$ cat config.mk
export PLATFORM = sky130hd
export DESIGN_NAME = ikhm_fifo
export DESIGN_NICKNAME = d
export VERILOG_FILES = /design/src/rtl/core/ikhm_fifo.sv
export SDC_FILE = /design/constraint.sdc
export NUM_CORES = 1
export LEC_CHECK = 0
export BUFFER_PORTS_ARGS = -buffer_cell sky130_fd_sc_hd__buf_4
export CORE_AREA = 5 5 60 62
export DETAILED_ROUTE_END_ITERATION = 6
export DIE_AREA = 0 0 65 67
export PLACE_DENSITY_LB_ADDON = 0.25
export REMOVE_ABC_BUFFERS = 1
export SYNTH_ARGS = -nofsm -noshare
export SYNTH_HDL_FRONTEND = slang
export SYNTH_SLANG_ARGS = --single-unit
$ cat constraint.sdc
create_clock -name clk -period 2.2 [get_ports clk]
set_clock_uncertainty 0.15 [all_clocks]
set_input_delay 0.11 -clock clk [delete_from_list [all_inputs] [get_ports clk]]
set_output_delay 0.11 -clock clk [all_outputs]
set_load 0.02 [all_outputs]
$ cat src/rtl/core/ikhm_fifo.sv
// Two-entry first-in first-out queue for a packed payload.
// Used between the front and back parts and on the result side.
module ikhm_fifo #(
  parameter int WIDTH = 8
) (
  input  logic             clk,
  input  logic             rst_n,
  input  logic             push,
  input  logic [WIDTH-1:0] wdata,
  output logic             full,
  input  logic             pop,
  output logic [WIDTH-1:0] rdata,
  output logic             empty
);

  logic [WIDTH-1:0] mem_r [2];
  logic       wr_ptr_r, wr_ptr_nxt;
  logic       rd_ptr_r, rd_ptr_nxt;
  logic [1:0] cnt_r, cnt_nxt;
  logic       do_push, do_pop;

  assign full    = (cnt_r == 2'd2);
  assign empty   = (cnt_r == 2'd0);
  assign do_push = push && !full;
  assign do_pop  = pop && !empty;
  assign rdata   = mem_r[rd_ptr_r];

  always_comb begin
    wr_ptr_nxt = do_push ? ~wr_ptr_r : wr_ptr_r;
    rd_ptr_nxt = do_pop ? ~rd_ptr_r : rd_ptr_r;
    cnt_nxt    = cnt_r + {1'b0, do_push} - {1'b0, do_pop};
  end

  always_ff @(posedge clk) begin
    if (!rst_n) begin
      wr_ptr_r <= 1'b0;
      rd_ptr_r <= 1'b0;
      cnt_r    <= 2'd0;
    end else begin
      wr_ptr_r <= wr_ptr_nxt;
      rd_ptr_r <= rd_ptr_nxt;
      cnt_r    <= cnt_nxt;
    end
  end

  always_ff @(posedge clk) begin
    if (do_push) begin
      mem_r[wr_ptr_r] <= wdata;
    end
  end

endmodule

==> Yosys cells after proc, flatten, opt, wreduce, memory -nomap -nowiden <==
Memory sizes are Yosys's and may differ from the RTL's. A register that Yosys moved wholly into a read port is not among the register bits.
Cells that the tools add are included.
W data, S select, Z words.
{ "op_classes": {"addsub": 2, "multipliers": 0, "div": 0, "magnitude_cmp": 0, "eq_ne": 1, "shift": 0, "n_mux": 4, "bitwise_logic": 2, "n_reduce_logical": 5} }
{ "op_table": {"columns": ["operator", "n"], "rows": [
  ["$mux W1", 4],
  ["$add A2 B1 Y2", 1],
  ["$eq A2 B2 Y1 const B", 1],
  ["$logic_and A1 B1 Y1", 2],
  ["$logic_not A1 Y1", 2],
  ["$logic_not A2 Y1", 1],
  ["$not A1 Y1", 2],
  ["$sub A2 B1 Y2", 1]
]} }
{ "word_totals": {"reg_bits": 4, "latchBits": 0, "ramBits": 16, "rom_bits": 0, "input_bits": 12, "elab_cells": 18, "mem_count": 1} }
{ "memory_table": {"columns": ["name", "words", "word_bits", "rd", "rd_ports_with_merged_regs", "wr", "line", "source"], "rows": [
  ["mem_r", 2, 8, 1, 1, 1, "16", "logic [WIDTH-1:0] mem_r [2];"]
]} }

==> Depth between registers and ports, before layout <==
{ "logic_depth": {"ltp_word": 5, "ltp_mapped": 8} }

==> Worst setup path before layout <==
No wires, ideal clock.
{ "synth_path": {"kind": "reg2reg", "startpoint": "reg cnt_r[0]", "endpoint": "reg cnt_r[1]", "arrival_time_ns": 1.467, "t_required_ns": 1.972, "setup_slack_ns": 0.505, "stages_incl_launch_ff": 9, "n_path_buf": 0, "synth_period_minus_slack_ns": 1.695, "cell_sequence": "dfxtp_1 > nand2b_1 > nand2_1 > ha_1 > inv_1 > ha_1 > xor2_1 > and2_2 > nor3_1"} }
{ "synth_via": {"elab_chain_len": 5, "elab_cells_between_ends": 8} }
{ "synth_lines": {"columns": ["item", "line", "source"], "rows": [
  ["start, declared", "19", "logic [1:0] cnt_r, cnt_nxt;"],
  ["start signal, assigned", "42", "cnt_r <= cnt_nxt;"],
  ["$eq A2 B2 Y1", "22", "assign full = (cnt_r == 2'd2);"],
  ["$logic_not A1 Y1", "24", "assign do_push = push && !full;"],
  ["$logic_and A1 B1 Y1", "24", null],
  ["$add A2 B1 Y2", "31", "cnt_nxt = cnt_r + {1'b0, do_push} - {1'b0, do_pop};"],
  ["$sub A2 B1 Y2 (*)", "31", null]
]} }
Mark *: on every way between the ends. The rest lies on a longest branch, timed or not.
A chain may end at the register's enable or synchronous reset.

==> Worst setup path after layout <==
Ends and elaborated chain as after synthesis.

==> results.txt <==
* Fillcell total: about 300
- The worst path needs 1810 ps of the cycle, external delays included.
- Dividing total power by cell area gives a power density of 1070 nW/um^2.
- The initialized floorplan defines 20 standard-cell rows.
- Clock transition at path regs: 110 ps
- Peak supply drop: approximately 0.00041 V
- Pin count of the biggest net entering global routing: 12
- During I/O placement, the number of pins put on the boundary was 22.
- Worst setup slack after placement: ~380 ps
* Commonest cells after routing, fill and taps aside: sky130_fd_sc_hd__buf_4 (22), sky130_fd_sc_hd__edfxtp_1 (16), sky130_fd_sc_hd__dlygate4sd3_1 (9)
- Detailed-router iteration count before antenna repair: 4
- Clk_lat worst skew: around 290 ps
* Overall die height: between 60 and 70 microns
- By startpoint and endpoint, the worst setup path is classified as reg -> reg.
- Final count of negative-setup-slack endpoints: 0
* Weighted congestion reported at the end of routability-driven placement: between 0.7 and 0.8
- The count of nets left with antenna violations once routing finished came out at 0.
- Worst Reg-to-Reg Cells: 8
* CP max FO: 4
- Fraction of met2 tracks used by global routing: 11.9%
- After synthesis, the mean cell area works out to between 15 and 20 sq um.
- Diodes inserted: 0
- Setup repair after global routing missed its margin: false
- R2r setup slk: 390 ps
* Global-route met3 utilization: 2.53%
* Htree depth: 1
* Via count of the first global-routing pass: 527
* Floorplan core area: 2980 sq um
- The slowest stage of the critical path is the sky130_fd_sc_hd__dfxtp_1 cell.
- Setup total negative slack on the finished layout was measured at 0 ps.
* Worst setup slack after layout: slightly below 400 ps
* Number of nets in the final layout: 101
- Sequential Area: around 580 sq um
* Count of distinct cell types in the synthesized netlist: 17
- The cell area that synthesis handed to floorplanning was 812 sq um.
- Compared with the post-synthesis result, the final layout area differs by 39.1%.
* Cell depth of the worst hold path: 3
- The floorplan step set the die width to between 60 and 70 microns.
* Die Footprint: between 4000 and 5000 sq um
- Wire per inst: roughly 12 microns
* Final slew viol count: 0
- Worst path cell trace: nand2b_1 > nand2_1 > ha_1 > inv_1 > ha_1 > xor2_1 > and2_2 > nor3_1
- M1 GR Usage: 9.12%
- Effective utilization at floorplan: 27.3%
* CP delay by family, top: simple AND/OR/NAND/NOR gates
* Tightest slew margin relative to the limit: around 73%
* Critical register-to-register path startpoint: cnt_r[0]
- Worst min path class: in -> reg
* HPWL reported at the end of detailed placement: 1.06 mm
- Together, buffers and inverters on the worst path number 1.
- The final number of hold-violating endpoints is 0.
- Critical path data arrival time: 1890 ps
- The root buffer cell chosen for the clock tree is sky130_fd_sc_hd__clkbuf_4.
- Global routing consumed, over all layers together, about 7.6% of the routing resources.
* Maximum buffer depth of the clock tree: 2
* Min-Delay Endpoint: wr_ptr_r
* Critical Path Most Common Cell: sky130_fd_sc_hd__ha_1
- Total vias in the final route: 492
- Buffers placed on the I/O ports in this run total 21.
- Sink count of the clock tree: 21
- The tool flagged a number of max-cap violations equal to 0.
* Status: finished clean
- TritonCTS built the clock tree.
* Number of vias per cell: 4.13
* Detailed router's first-iteration violation count: 10
- The worst hold path begins at push.
- Based on the critical path, the design can be clocked at up to 0.553 GHz.
- The worst setup path is launched from a register.
- In this run, synthesis produced a sequential element count of 21.
- Worst flop-to-flop path endpoint: cnt_r[1]
- Sum of internal, switching and leakage power: 0.00121 W
* Proportion of layout cells with a drive suffix above 1: 40.7%
* Combined area of the multi-input logic cells: 215 sq um
* Post-detailed-route DRC marker count: 0
* Final worst path period share: 82.3%
- Post-Route WL: 1.44 mm
- Cells after Synth: 52
- Sequential share of the synthesized area: 71.5%
- First-pass GRT wire length: 2.42 mm
- After global routing, the most crowded layer is met2.
- CP max stage delay: 380 ps
- Total of warnings raised by yosys: 0
- The worst setup path is captured at a register.
* Slew of the pin with the lowest slew margin: 408 ps
* Count of cells resized by post-cts repair: 0
- Most common cell after layout, fill and taps aside: sky130_fd_sc_hd__buf_4
* Required time at the endpoint of the critical path: 2280 ps
- Static Leak: 0.466 nW
- Number of CTS-inserted buffers: 3
- The number of antenna violations at the first check in global routing came to 0.
- Summed over all layers, the global routing overflow is 0.
## sequential cells by signal, indices dropped and copies added (netlist names), named ones only
name	cells
mem_r	16
cnt_r	2
rd_ptr_r	1
wr_ptr_r	1
## report_power, final
group / switching [W] / internal (W)
Combinational: 0.000226 / 0.000231
Sequential: 0.0000567 / 0.000518
Clock: 0.000106 / 0.0000705
## through the flow
stage          util, %  instances  area (sq um)  hold slack (ps)
2_1_floorplan        -         51           807             58.9
3_3_place_gp      34.0        106          1010              149
3_5_place_dp      34.0        106          1010              150
4_1_cts           37.9        119          1130             4.85
5_1_grt           37.9        119          1130             16.0
6_report          37.9        119          1130             9.04
## Yosys cell counts
| cell | count | area [sq um] |
|---|---|---|
| sky130_fd_sc_hd__mux2i_1 | 1 | 10.0 |
| sky130_fd_sc_hd__dfxtp_1 | 5 | 100 |
| sky130_fd_sc_hd__nor2_1 | 5 | 18.8 |
| sky130_fd_sc_hd__buf_2 | 1 | 5.00 |
| sky130_fd_sc_hd__nor3_1 | 1 | 5.00 |
| sky130_fd_sc_hd__and3_1 | 1 | 6.26 |
| sky130_fd_sc_hd__inv_1 | 3 | 11.3 |
| sky130_fd_sc_hd__ha_1 | 2 | 25.0 |
| sky130_fd_sc_hd__edfxtp_1 | 16 | 480 |
| sky130_fd_sc_hd__nand2b_1 | 2 | 12.5 |
| sky130_fd_sc_hd__xor2_1 | 1 | 8.76 |
| sky130_fd_sc_hd__and2_1 | 1 | 6.26 |
| sky130_fd_sc_hd__and2_2 | 1 | 7.51 |
| sky130_fd_sc_hd__mux2_2 | 8 | 90.1 |
| sky130_fd_sc_hd__o21a_2 | 1 | 8.76 |
| sky130_fd_sc_hd__xnor2_1 | 1 | 8.76 |
| sky130_fd_sc_hd__nand2_1 | 2 | 7.51 |
## layer usage
metal	routed length [microns]	part of all wire, %
met3	126	8.7
met2	658	46
met1	649	45
met5	0	0
met4	9	0.62
## final cells by class
cell class	instances	share of cell area, %
inverter	3	0.997
multi-input combinational	27	19.0
clock buffer	4	2.33
sequential	21	51.4
timing repair buffer	31	22.6
tap	33	3.65
## cell families (layout without fill, tap and decap cells)
| logic type | count (synthesis) | after routing | share of synthesized area (%) |
|---|---|---|---|
| buffers and inverters | 4 | 38 | 2.00 |
| xor gates and xnor gates | 2 | 2 | 2.16 |
| muxes | 9 | 9 | 12.3 |
| and+or+nand+nor | 13 | 13 | 7.86 |
| adders and majority gates | 2 | 2 | 3.08 |
| AOI/OAI and AO/OA | 1 | 1 | 1.08 |
| DFF | 21 | 21 | 71.5 |
## worst max path at each step
stage / start / end / slack, ps / depth (start not counted)
after floorplan: cnt_r[0] / cnt_r[1] / 500 / 8
after global placement: cnt_r[0] / cnt_r[1] / 470 / 8
after detailed placement: cnt_r[0] / cnt_r[1] / 380 / 8
after CTS: cnt_r[0] / cnt_r[1] / 370 / 8
after global routing: cnt_r[0] / cnt_r[1] / 230 / 8
final: cnt_r[0] / cnt_r[1] / 390 / 8
## repair_timing
item                                   in CTS  in global routing
hold buffers                                9                  0
setup buffers                               0                  0
endpoints found under the hold margin      21                  0
## tightest hold or removal path: stages
cell	delay, ps
sky130_fd_sc_hd__buf_4	90
sky130_fd_sc_hd__nand2_1	90
sky130_fd_sc_hd__mux2i_1	130
(Power assumes the default switching activity.)
