<file path="src/rtl/core/ikhm_pkg.sv">
// Package for the integer key hash map: fixed field widths, hash constant,
// request codes, state encodings and the result record. No dependencies.
package ikhm_pkg;

  localparam int KEY_W     = 32;
  localparam int DATA_W    = 32;
  localparam int BCNT_W    = 9;
  localparam int COUNT_W   = 11;
  localparam int DIV_STEPS = 8;   // remainder bits folded in per cycle
  localparam int PROD_W    = 64;

  localparam logic [KEY_W-1:0]   HASH_MULT = 32'd2654435761;
  localparam logic [COUNT_W-1:0] COUNT_MAX = 11'd2047;

  localparam logic REQ_LOOKUP = 1'b0;
  localparam logic REQ_INSERT = 1'b1;

  typedef enum logic [2:0] {
    F_IDLE,
    F_MUL,
    F_SUB,
    F_DIV,
    F_PUSH
  } front_state_t;

  typedef enum logic [1:0] {
    B_CLEAR,
    B_IDLE,
    B_READ,
    B_EVAL
  } back_state_t;

  typedef struct packed {
    logic               hit;
    logic [DATA_W-1:0]  value_out;
    logic               bucket_full;
    logic [COUNT_W-1:0] entry_count;
  } result_t;

endpackage

</file>
<file path="src/rtl/core/ikhm_front.sv">
// Front part of the hash map: takes a request, forms the 64-bit
// multiplicative hash and reduces it modulo the bucket count.
// Depends on ikhm_pkg.
module ikhm_front #(
  parameter int VW = 32,
  parameter int BW = 8
) (
  input  logic                        clk,
  input  logic                        rst_n,
  input  logic                        in_valid,
  output logic                        busy,
  input  logic                        req_type,
  input  logic [ikhm_pkg::KEY_W-1:0]  key,
  input  logic [VW-1:0]               value,
  input  logic [ikhm_pkg::BCNT_W-1:0] modulus,
  output logic                        q_push,
  input  logic                        q_full,
  output logic [1+ikhm_pkg::KEY_W+VW+BW-1:0] q_data
);
  import ikhm_pkg::*;

  front_state_t state_r, state_nxt;
  logic [2:0]        step_r, step_nxt;
  logic              typ_r;
  logic [KEY_W-1:0]  key_r;
  logic [VW-1:0]     val_r;
  logic [PROD_W-1:0] prod_r, prod_nxt;
  logic [BCNT_W-1:0] rem_r, rem_nxt;
  logic [PROD_W-1:0] mul_full;
  logic [BCNT_W:0]   trial;
  logic [BW+BCNT_W-1:0] idx_ext;

  // Low half of the product only sees the unsigned key; a negative key
  // subtracts the constant shifted up by 32, modulo 2^64.
  assign mul_full = key_r * HASH_MULT;
  assign idx_ext  = {{BW{1'b0}}, rem_r};
  assign q_data   = {typ_r, key_r, val_r, idx_ext[BW-1:0]};
  assign busy     = (state_r != F_IDLE);

  always_comb begin
    state_nxt = state_r;
    step_nxt  = step_r;
    prod_nxt  = prod_r;
    rem_nxt   = rem_r;
    q_push    = 1'b0;
    trial     = '0;
    case (state_r)
      F_IDLE: begin
        if (in_valid) begin
          state_nxt = F_MUL;
        end
      end
      F_MUL: begin
        prod_nxt  = mul_full;
        state_nxt = F_SUB;
      end
      F_SUB: begin
        prod_nxt  = prod_r - (key_r[KEY_W-1] ? {HASH_MULT, 32'd0} : '0);
        rem_nxt   = '0;
        step_nxt  = '0;
        state_nxt = F_DIV;
      end
      F_DIV: begin
        for (int i = 0; i < DIV_STEPS; i++) begin
          trial = {rem_nxt, prod_r[PROD_W-1-i]};
          if (trial >= {1'b0, modulus}) begin
            trial = trial - {1'b0, modulus};
          end
          rem_nxt = trial[BCNT_W-1:0];
        end
        prod_nxt = prod_r << DIV_STEPS;
        step_nxt = step_r + 3'd1;
        if (step_r == 3'(PROD_W / DIV_STEPS - 1)) begin
          state_nxt = F_PUSH;
        end
      end
      F_PUSH: begin
        q_push = 1'b1;
        if (!q_full) begin
          state_nxt = F_IDLE;
        end
      end
      default: begin
        state_nxt = F_IDLE;
      end
    endcase
  end

  always_ff @(posedge clk) begin
    if (!rst_n) begin
      state_r <= F_IDLE;
      step_r  <= '0;
    end else begin
      state_r <= state_nxt;
      step_r  <= step_nxt;
    end
  end

  always_ff @(posedge clk) begin
    prod_r <= prod_nxt;
    rem_r  <= rem_nxt;
    if (state_r == F_IDLE && in_valid) begin
      typ_r <= req_type;
      key_r <= key;
      val_r <= value;
    end
  end

endmodule

</file>
<file path="config.mk">
export PLATFORM = sky130hd
export DESIGN_NAME = ikhm_front
export DESIGN_NICKNAME = d
export VERILOG_FILES = /design/src/rtl/core/ikhm_pkg.sv /design/src/rtl/core/ikhm_front.sv
export SDC_FILE = /design/constraint.sdc
export NUM_CORES = 2
export LEC_CHECK = 0
export ABC_CLOCK_PERIOD_IN_PS = 18900
export BUFFER_PORTS_ARGS = -buffer_cell sky130_fd_sc_hd__buf_4
export CORE_UTILIZATION = 60
export CTS_CLUSTER_DIAMETER = 80
export DETAILED_ROUTE_END_ITERATION = 6
export HOLD_SLACK_MARGIN = 0.02
export PLACE_DENSITY = 0.87
export SYNTH_ARGS = -nofsm -noshare
export SYNTH_HDL_FRONTEND = slang
export SYNTH_SLANG_ARGS = --single-unit
</file>
<file path="constraint.sdc">
create_clock -name clk -period 18.9 [get_ports clk]
set_clock_uncertainty 0.2 [all_clocks]
set_input_delay 0.945 -clock clk [delete_from_list [all_inputs] [get_ports clk]]
set_output_delay 0.945 -clock clk [all_outputs]
set_load 0.005 [all_outputs]
</file>
; ---- Word level (Yosys, flattened, before mapping)
; Cells that the tools add are included.
[word_totals]
reg_bits = 144
latch_bits = 0
mem_bits_rw = 0
rom_bits = 0
input_bits = 78
wordCells = 64
mem_count = 0
[op_classes]
add_sub_neg = 10
multipliers = 1
n_div = 0
order_cmp = 8
eq_ne = 8
shifts = 0
mux = 24
bitwise = 0
reduce_logical = 6
[ops]
columns = cell, n
row1 = $pmux 64 s3, 1
row2 = $mux 9, 15
row3 = $ge 10x9->1, 8
row4 = $sub 9x9->9, 8
row5 = $mul 32x32->64 const B, 1
row6 = $mux 64, 1
row7 = $sub 64x64->64, 1
row8 = $pmux 9 s2, 1
row9 = $pmux 3 s5, 1
row10 = $mux 3, 3
row11 = $eq 3x2->1 const B, 2
row12 = $eq 3x3->1 const B, 2
row13 = $ne 2x2->1 const B, 3
row14 = $pmux 3 s2, 1
row15 = $reduce_bool 3->1, 2
row16 = $add 3x1->3 const B, 1
row17 = $eq 3x1->1 const B, 1
row18 = $logic_not 3->1, 1
row19 = $reduce_and 3->1, 1
row20 = $reduce_bool 2->1, 1
row21 = $logic_and 1x1->1, 1
row22 = $mux 1, 1

; ---- Longest topological paths before layout
[depth]
word_depth = 24
mapped_depth = 85
depth_no_buf = 79

; ---- Least setup slack after synthesis
; Ideal clock, no wire load.
[synth_path]
path_kind = input -> register
startpoint = in modulus[1] in the netlist's numbering
endpoint = reg rem_r[3] (data pin)
setup_ns = 0.259
arrival_ns = 16.501
required_time_ns = 18.441
slack_ns = 1.940
cell_stages = 74
cell_sequence = inv_1 > fa_1 > a211oi_2 > o21ai_1 > a31o_2 > buf_4 > o21ai_0 > fa_1 > nand2b_1 > a21oi_1 > o211a_1 > nor3_1 > nand2_2 > mux2_2 > ha_1 > a211oi_1 > nor3b_1 > o41ai_2 > [... 38 more ...] > a21oi_1 > nor2b_1 > o31a_1 > nor3_1 > nand2_1 > buf_6 > nor2_1 > a21oi_1 > fa_1 > a21o_1 > a21oi_1 > o22ai_1 > nor2_1 > o21ai_0 > nor2_2 > mux2_2 > o21ai_0 > a21oi_1
[synth_between]
elab_chain_len = 24
[synth_lines]
columns = item, line
row1 = from (decl), ikhm_front.sv:15  ; input logic [ikhm_pkg::BCNT_W-1:0] modulus,
row2 = $sub 9x9->9 or $ge 10x9->1 (tied branches), "ikhm_front.sv:67, ikhm_front.sv:66"
row3 = $mux 9, ikhm_front.sv:66  ; if (trial >= {1'b0, modulus}) begin
row4 = $mux 9, ikhm_front.sv:47  ; case (state_r)
row5 = $sub 9x9->9 or $ge 10x9->1 (tied branches), "ikhm_front.sv:67, ikhm_front.sv:66"
row6 = $mux 9, ikhm_front.sv:66
row7 = $mux 9, ikhm_front.sv:47
row8 = $sub 9x9->9 or $ge 10x9->1 (tied branches), "ikhm_front.sv:67, ikhm_front.sv:66"
row9 = $mux 9, ikhm_front.sv:66
row10 = [... 8 more ...], n/a
row11 = $mux 9, ikhm_front.sv:66
row12 = $mux 9, ikhm_front.sv:47
row13 = $ge 10x9->1 or $sub 9x9->9 (tied branches), "ikhm_front.sv:66, ikhm_front.sv:67"
row14 = $mux 9, ikhm_front.sv:66
row15 = $mux 9, ikhm_front.sv:47
row16 = $sub 9x9->9 or $ge 10x9->1 (tied branches), "ikhm_front.sv:67, ikhm_front.sv:66"
row17 = $mux 9 *, ikhm_front.sv:66
row18 = $pmux 9 s2 *, ikhm_front.sv:47
row19 = to (signal assigned), ikhm_front.sv:101  ; rem_r <= rem_nxt;
row20 = to (decl), ikhm_front.sv:28  ; logic [BCNT_W-1:0] rem_r, rem_nxt;
; Mark *: on every way between the ends. The rest lies on a longest branch, timed or not. The select of a mux whose other input is x is not followed.
; A chain may end at the register's enable or synchronous reset.

; ---- Worst setup path in the final report
[layout_path]
startpoint = in modulus[0] in the netlist's numbering
endpoint = reg rem_r[2] (data pin)
; Same word-level chain as after synthesis.

==> flow_summary.ini <==
[status]
status = finished clean

[sta]
worst_slew_pin_slew_ns = 1.26
final.setup.tns_ns = 0
rsz0062_at_grt = no
maxSlewViolCount = 0
finalSetupViolCount = 0
max_freq_mhz = 56.8
fin_crit_sh_pct = 93.1
hold_viol_final = 0
min_period_ns = 17.59
slew_headroom_pct = 15.9

[placement]
gp_congestion = 0.970
port_buffers = 152
placed_cells = 3648
placement.cell_area_um2 = 31200
hpwlAfterDp_mm = 66.5

[detailed_routing]
wl_mm = 83.7
first_pass_iters = 5
drcViolationCount = 0
wire_per_inst_um = 22.7
ant_nets = 0
vias = 22400
via_per_inst = 6.10
drt_iter0_drc = 1858

[final_layout]
diodes = 0
final_area_um2 = 31800
final_common_cell = inv_1
instances_no_fill = 3681
mostFrequentLayoutCells = inv_1 (666), ha_1 (490), fa_1 (465)
nets = 4086
syn_to_final_growth_pct = 8.66
n_fill_cell = 3366
drive_gt1_share_pct = 9.46
final_util_pct = 66.3

[die]
die_y_um = 223
dieArea_um2 = 49600
core_area_um2 = 47900
initial_core_util_pct = 61.0
rows = 80
io_pins = 153
die_w_um = 223

[clock_network]
cts_tree = yes
numCtsBuffers = 17
htreeDepth = 4
cts-root-buf = clkbuf_16
cts.sinks = 144
clock_latency_ns = 0.48
cts_buffer_depth = 2
clkSlewWorstSetupHoldPaths_ns = 0.07

[setup_path]
cp_data_required_time_ns = 18.92
cp-end-kind = register
crit_slowest_cell = fa_1
crit_type = in2reg
cp_slowest_stage_delay_ns = 0.50
start_kind = input port
critPathArrivalTime_ns = 17.61
cp_max_fo = 11

[global_route]
grt_usage_pct = 34.9
grt_pass1_vias = 24200
grt_max_degree = 81
antenna_found_initial = 1
grt-ovfl-total = 0
grt_pass1_wl_mm = 131

[synthesis]
yosys_warnings = 0
synth_flop_cell = edfxtp_1
synthArstFlopShare_pct = 0
yosys_register_bits = 144
seq_area_frac_synth_pct = 14.6
syn_nets = 3929
syn_inst = 2896
synth_edf_count = 138
synth_area_um2 = 29300
avgSynthCellArea_um2 = 10.1
synth_cell_type_count = 91

[min_path]
min_path_type = reg2reg

[flow_run]
cap_viol_max_count = 0
==> cell usage after synthesis (10+ instances only) <==
cell      number  share of area [%]
mux2i_1       13               0.44
a21o_1        56                1.4
nand3_1       56               0.96
inv_1        666                8.5
mux2_2        19               0.73
a21oi_1      140                2.4
nand2_1      106                1.4
and2_1        12               0.26
nand4_1       19               0.41
xor2_1        47                1.4
clkbuf_1      32               0.41
nor2_1       111                1.4
o21bai_1      18               0.46
nor3_1        33               0.56
a211oi_1      30               0.77
a21boi_0      10               0.26
o21ai_0      110                1.9
fa_1         465                 32
ha_1         490                 21
edfxtp_1     138                 14
xnor2_1       74                2.2
nor2b_1       21               0.45
buf_4         10               0.26
and3_1        17               0.36
nand2b_1      31               0.66
==> layer usage <==
metal / part of all wire (%) / GRT usage, % / wire, um / vias to the layer above
met4: 7.0 / 21.9 / 5870 / 2
li1: - / - / - / 9883
met5: 0.016 / 0 / 13 / -
met1: 38 / 42.6 / 31600 / 10900
met2: 46 / 55.6 / 38600 / 1243
met3: 9.1 / 8.67 / 7580 / 417
==> through the flow <==
stage               setup slack (ns)  hold WS (ns)
global route                  0.0555         0.302
detailed placement             0.746         0.263
global placement               0.988         0.252
floorplan                       1.94         0.245
CTS                             1.12         0.273
finish                          1.31         0.271
==> layout make-up <==
cell class                 count  area (um^2)  share of cell area (%)
tap                          615          769                    2.42
timing repair buffer         187         1400                    4.42
multi-input combinational   2033        22300                    70.0
sequential                   144         4270                    13.4
clock buffer                  18          439                    1.38
inverter                     670         2510                    7.91
clock inverter                14          136                   0.429
==> kinds of logic (layout without fill, tap and decap cells) <==
group,Yosys count,count (layout),share of synthesized area [%]
compound gates,471,471,10.5
xor+xnor,121,121,3.62
fa+ha+maj,955,955,52.8
buf+inv,719,889,9.48
flops,144,144,14.6
mux,35,35,1.33
simple gates,451,451,7.68
==> worst max-delay path, delay by kind of cell <==
kind / cells / cell delay [ns]
AO/OA/AOI/OAI: 35 / 7.39
AND/OR/NAND/NOR: 22 / 3.98
adder cells (fa/ha/maj): 9 / 3.43
multiplexers: 3 / 0.99
buffers and inverters: 6 / 0.83
==> registers in the layout, summed over array words and instances (netlist names) <==
| signal | flops |
|---|---|
| key_r | 32 |
| prod_r | 64 |
| rem_r | 9 |
| state_r | 3 |
| step_r | 3 |
| typ_r | 1 |
| val_r | 32 |
==> worst paths after layout <==
kind / startpoint / to / slack, ns / cells after the start
setup / recovery: modulus[0] / rem_r[2]$_SDFFCE_PN0N_ / 1.31 / 75
hold / removal: step_r[1]$_SDFFE_PN0N_ / step_r[1]$_SDFFE_PN0N_ / 0.27 / 2
setup reg to reg: prod_r[63]$_DFFE_PP_ / rem_r[2]$_SDFFCE_PN0N_ / 1.37 / 75
hold reg to reg: step_r[1]$_SDFFE_PN0N_ / step_r[1]$_SDFFE_PN0N_ / 0.27 / 2
==> repair_timing <==
action                                  in CTS  in global routing
hold buffers                                 0                  0
gates resized for setup                      0                  6
endpoints found under the setup margin       0                  9
buffers inserted                             0                  1
Power is not shown: default switching activity piles up to over one toggle a cycle in this logic, so the estimate is an artifact.
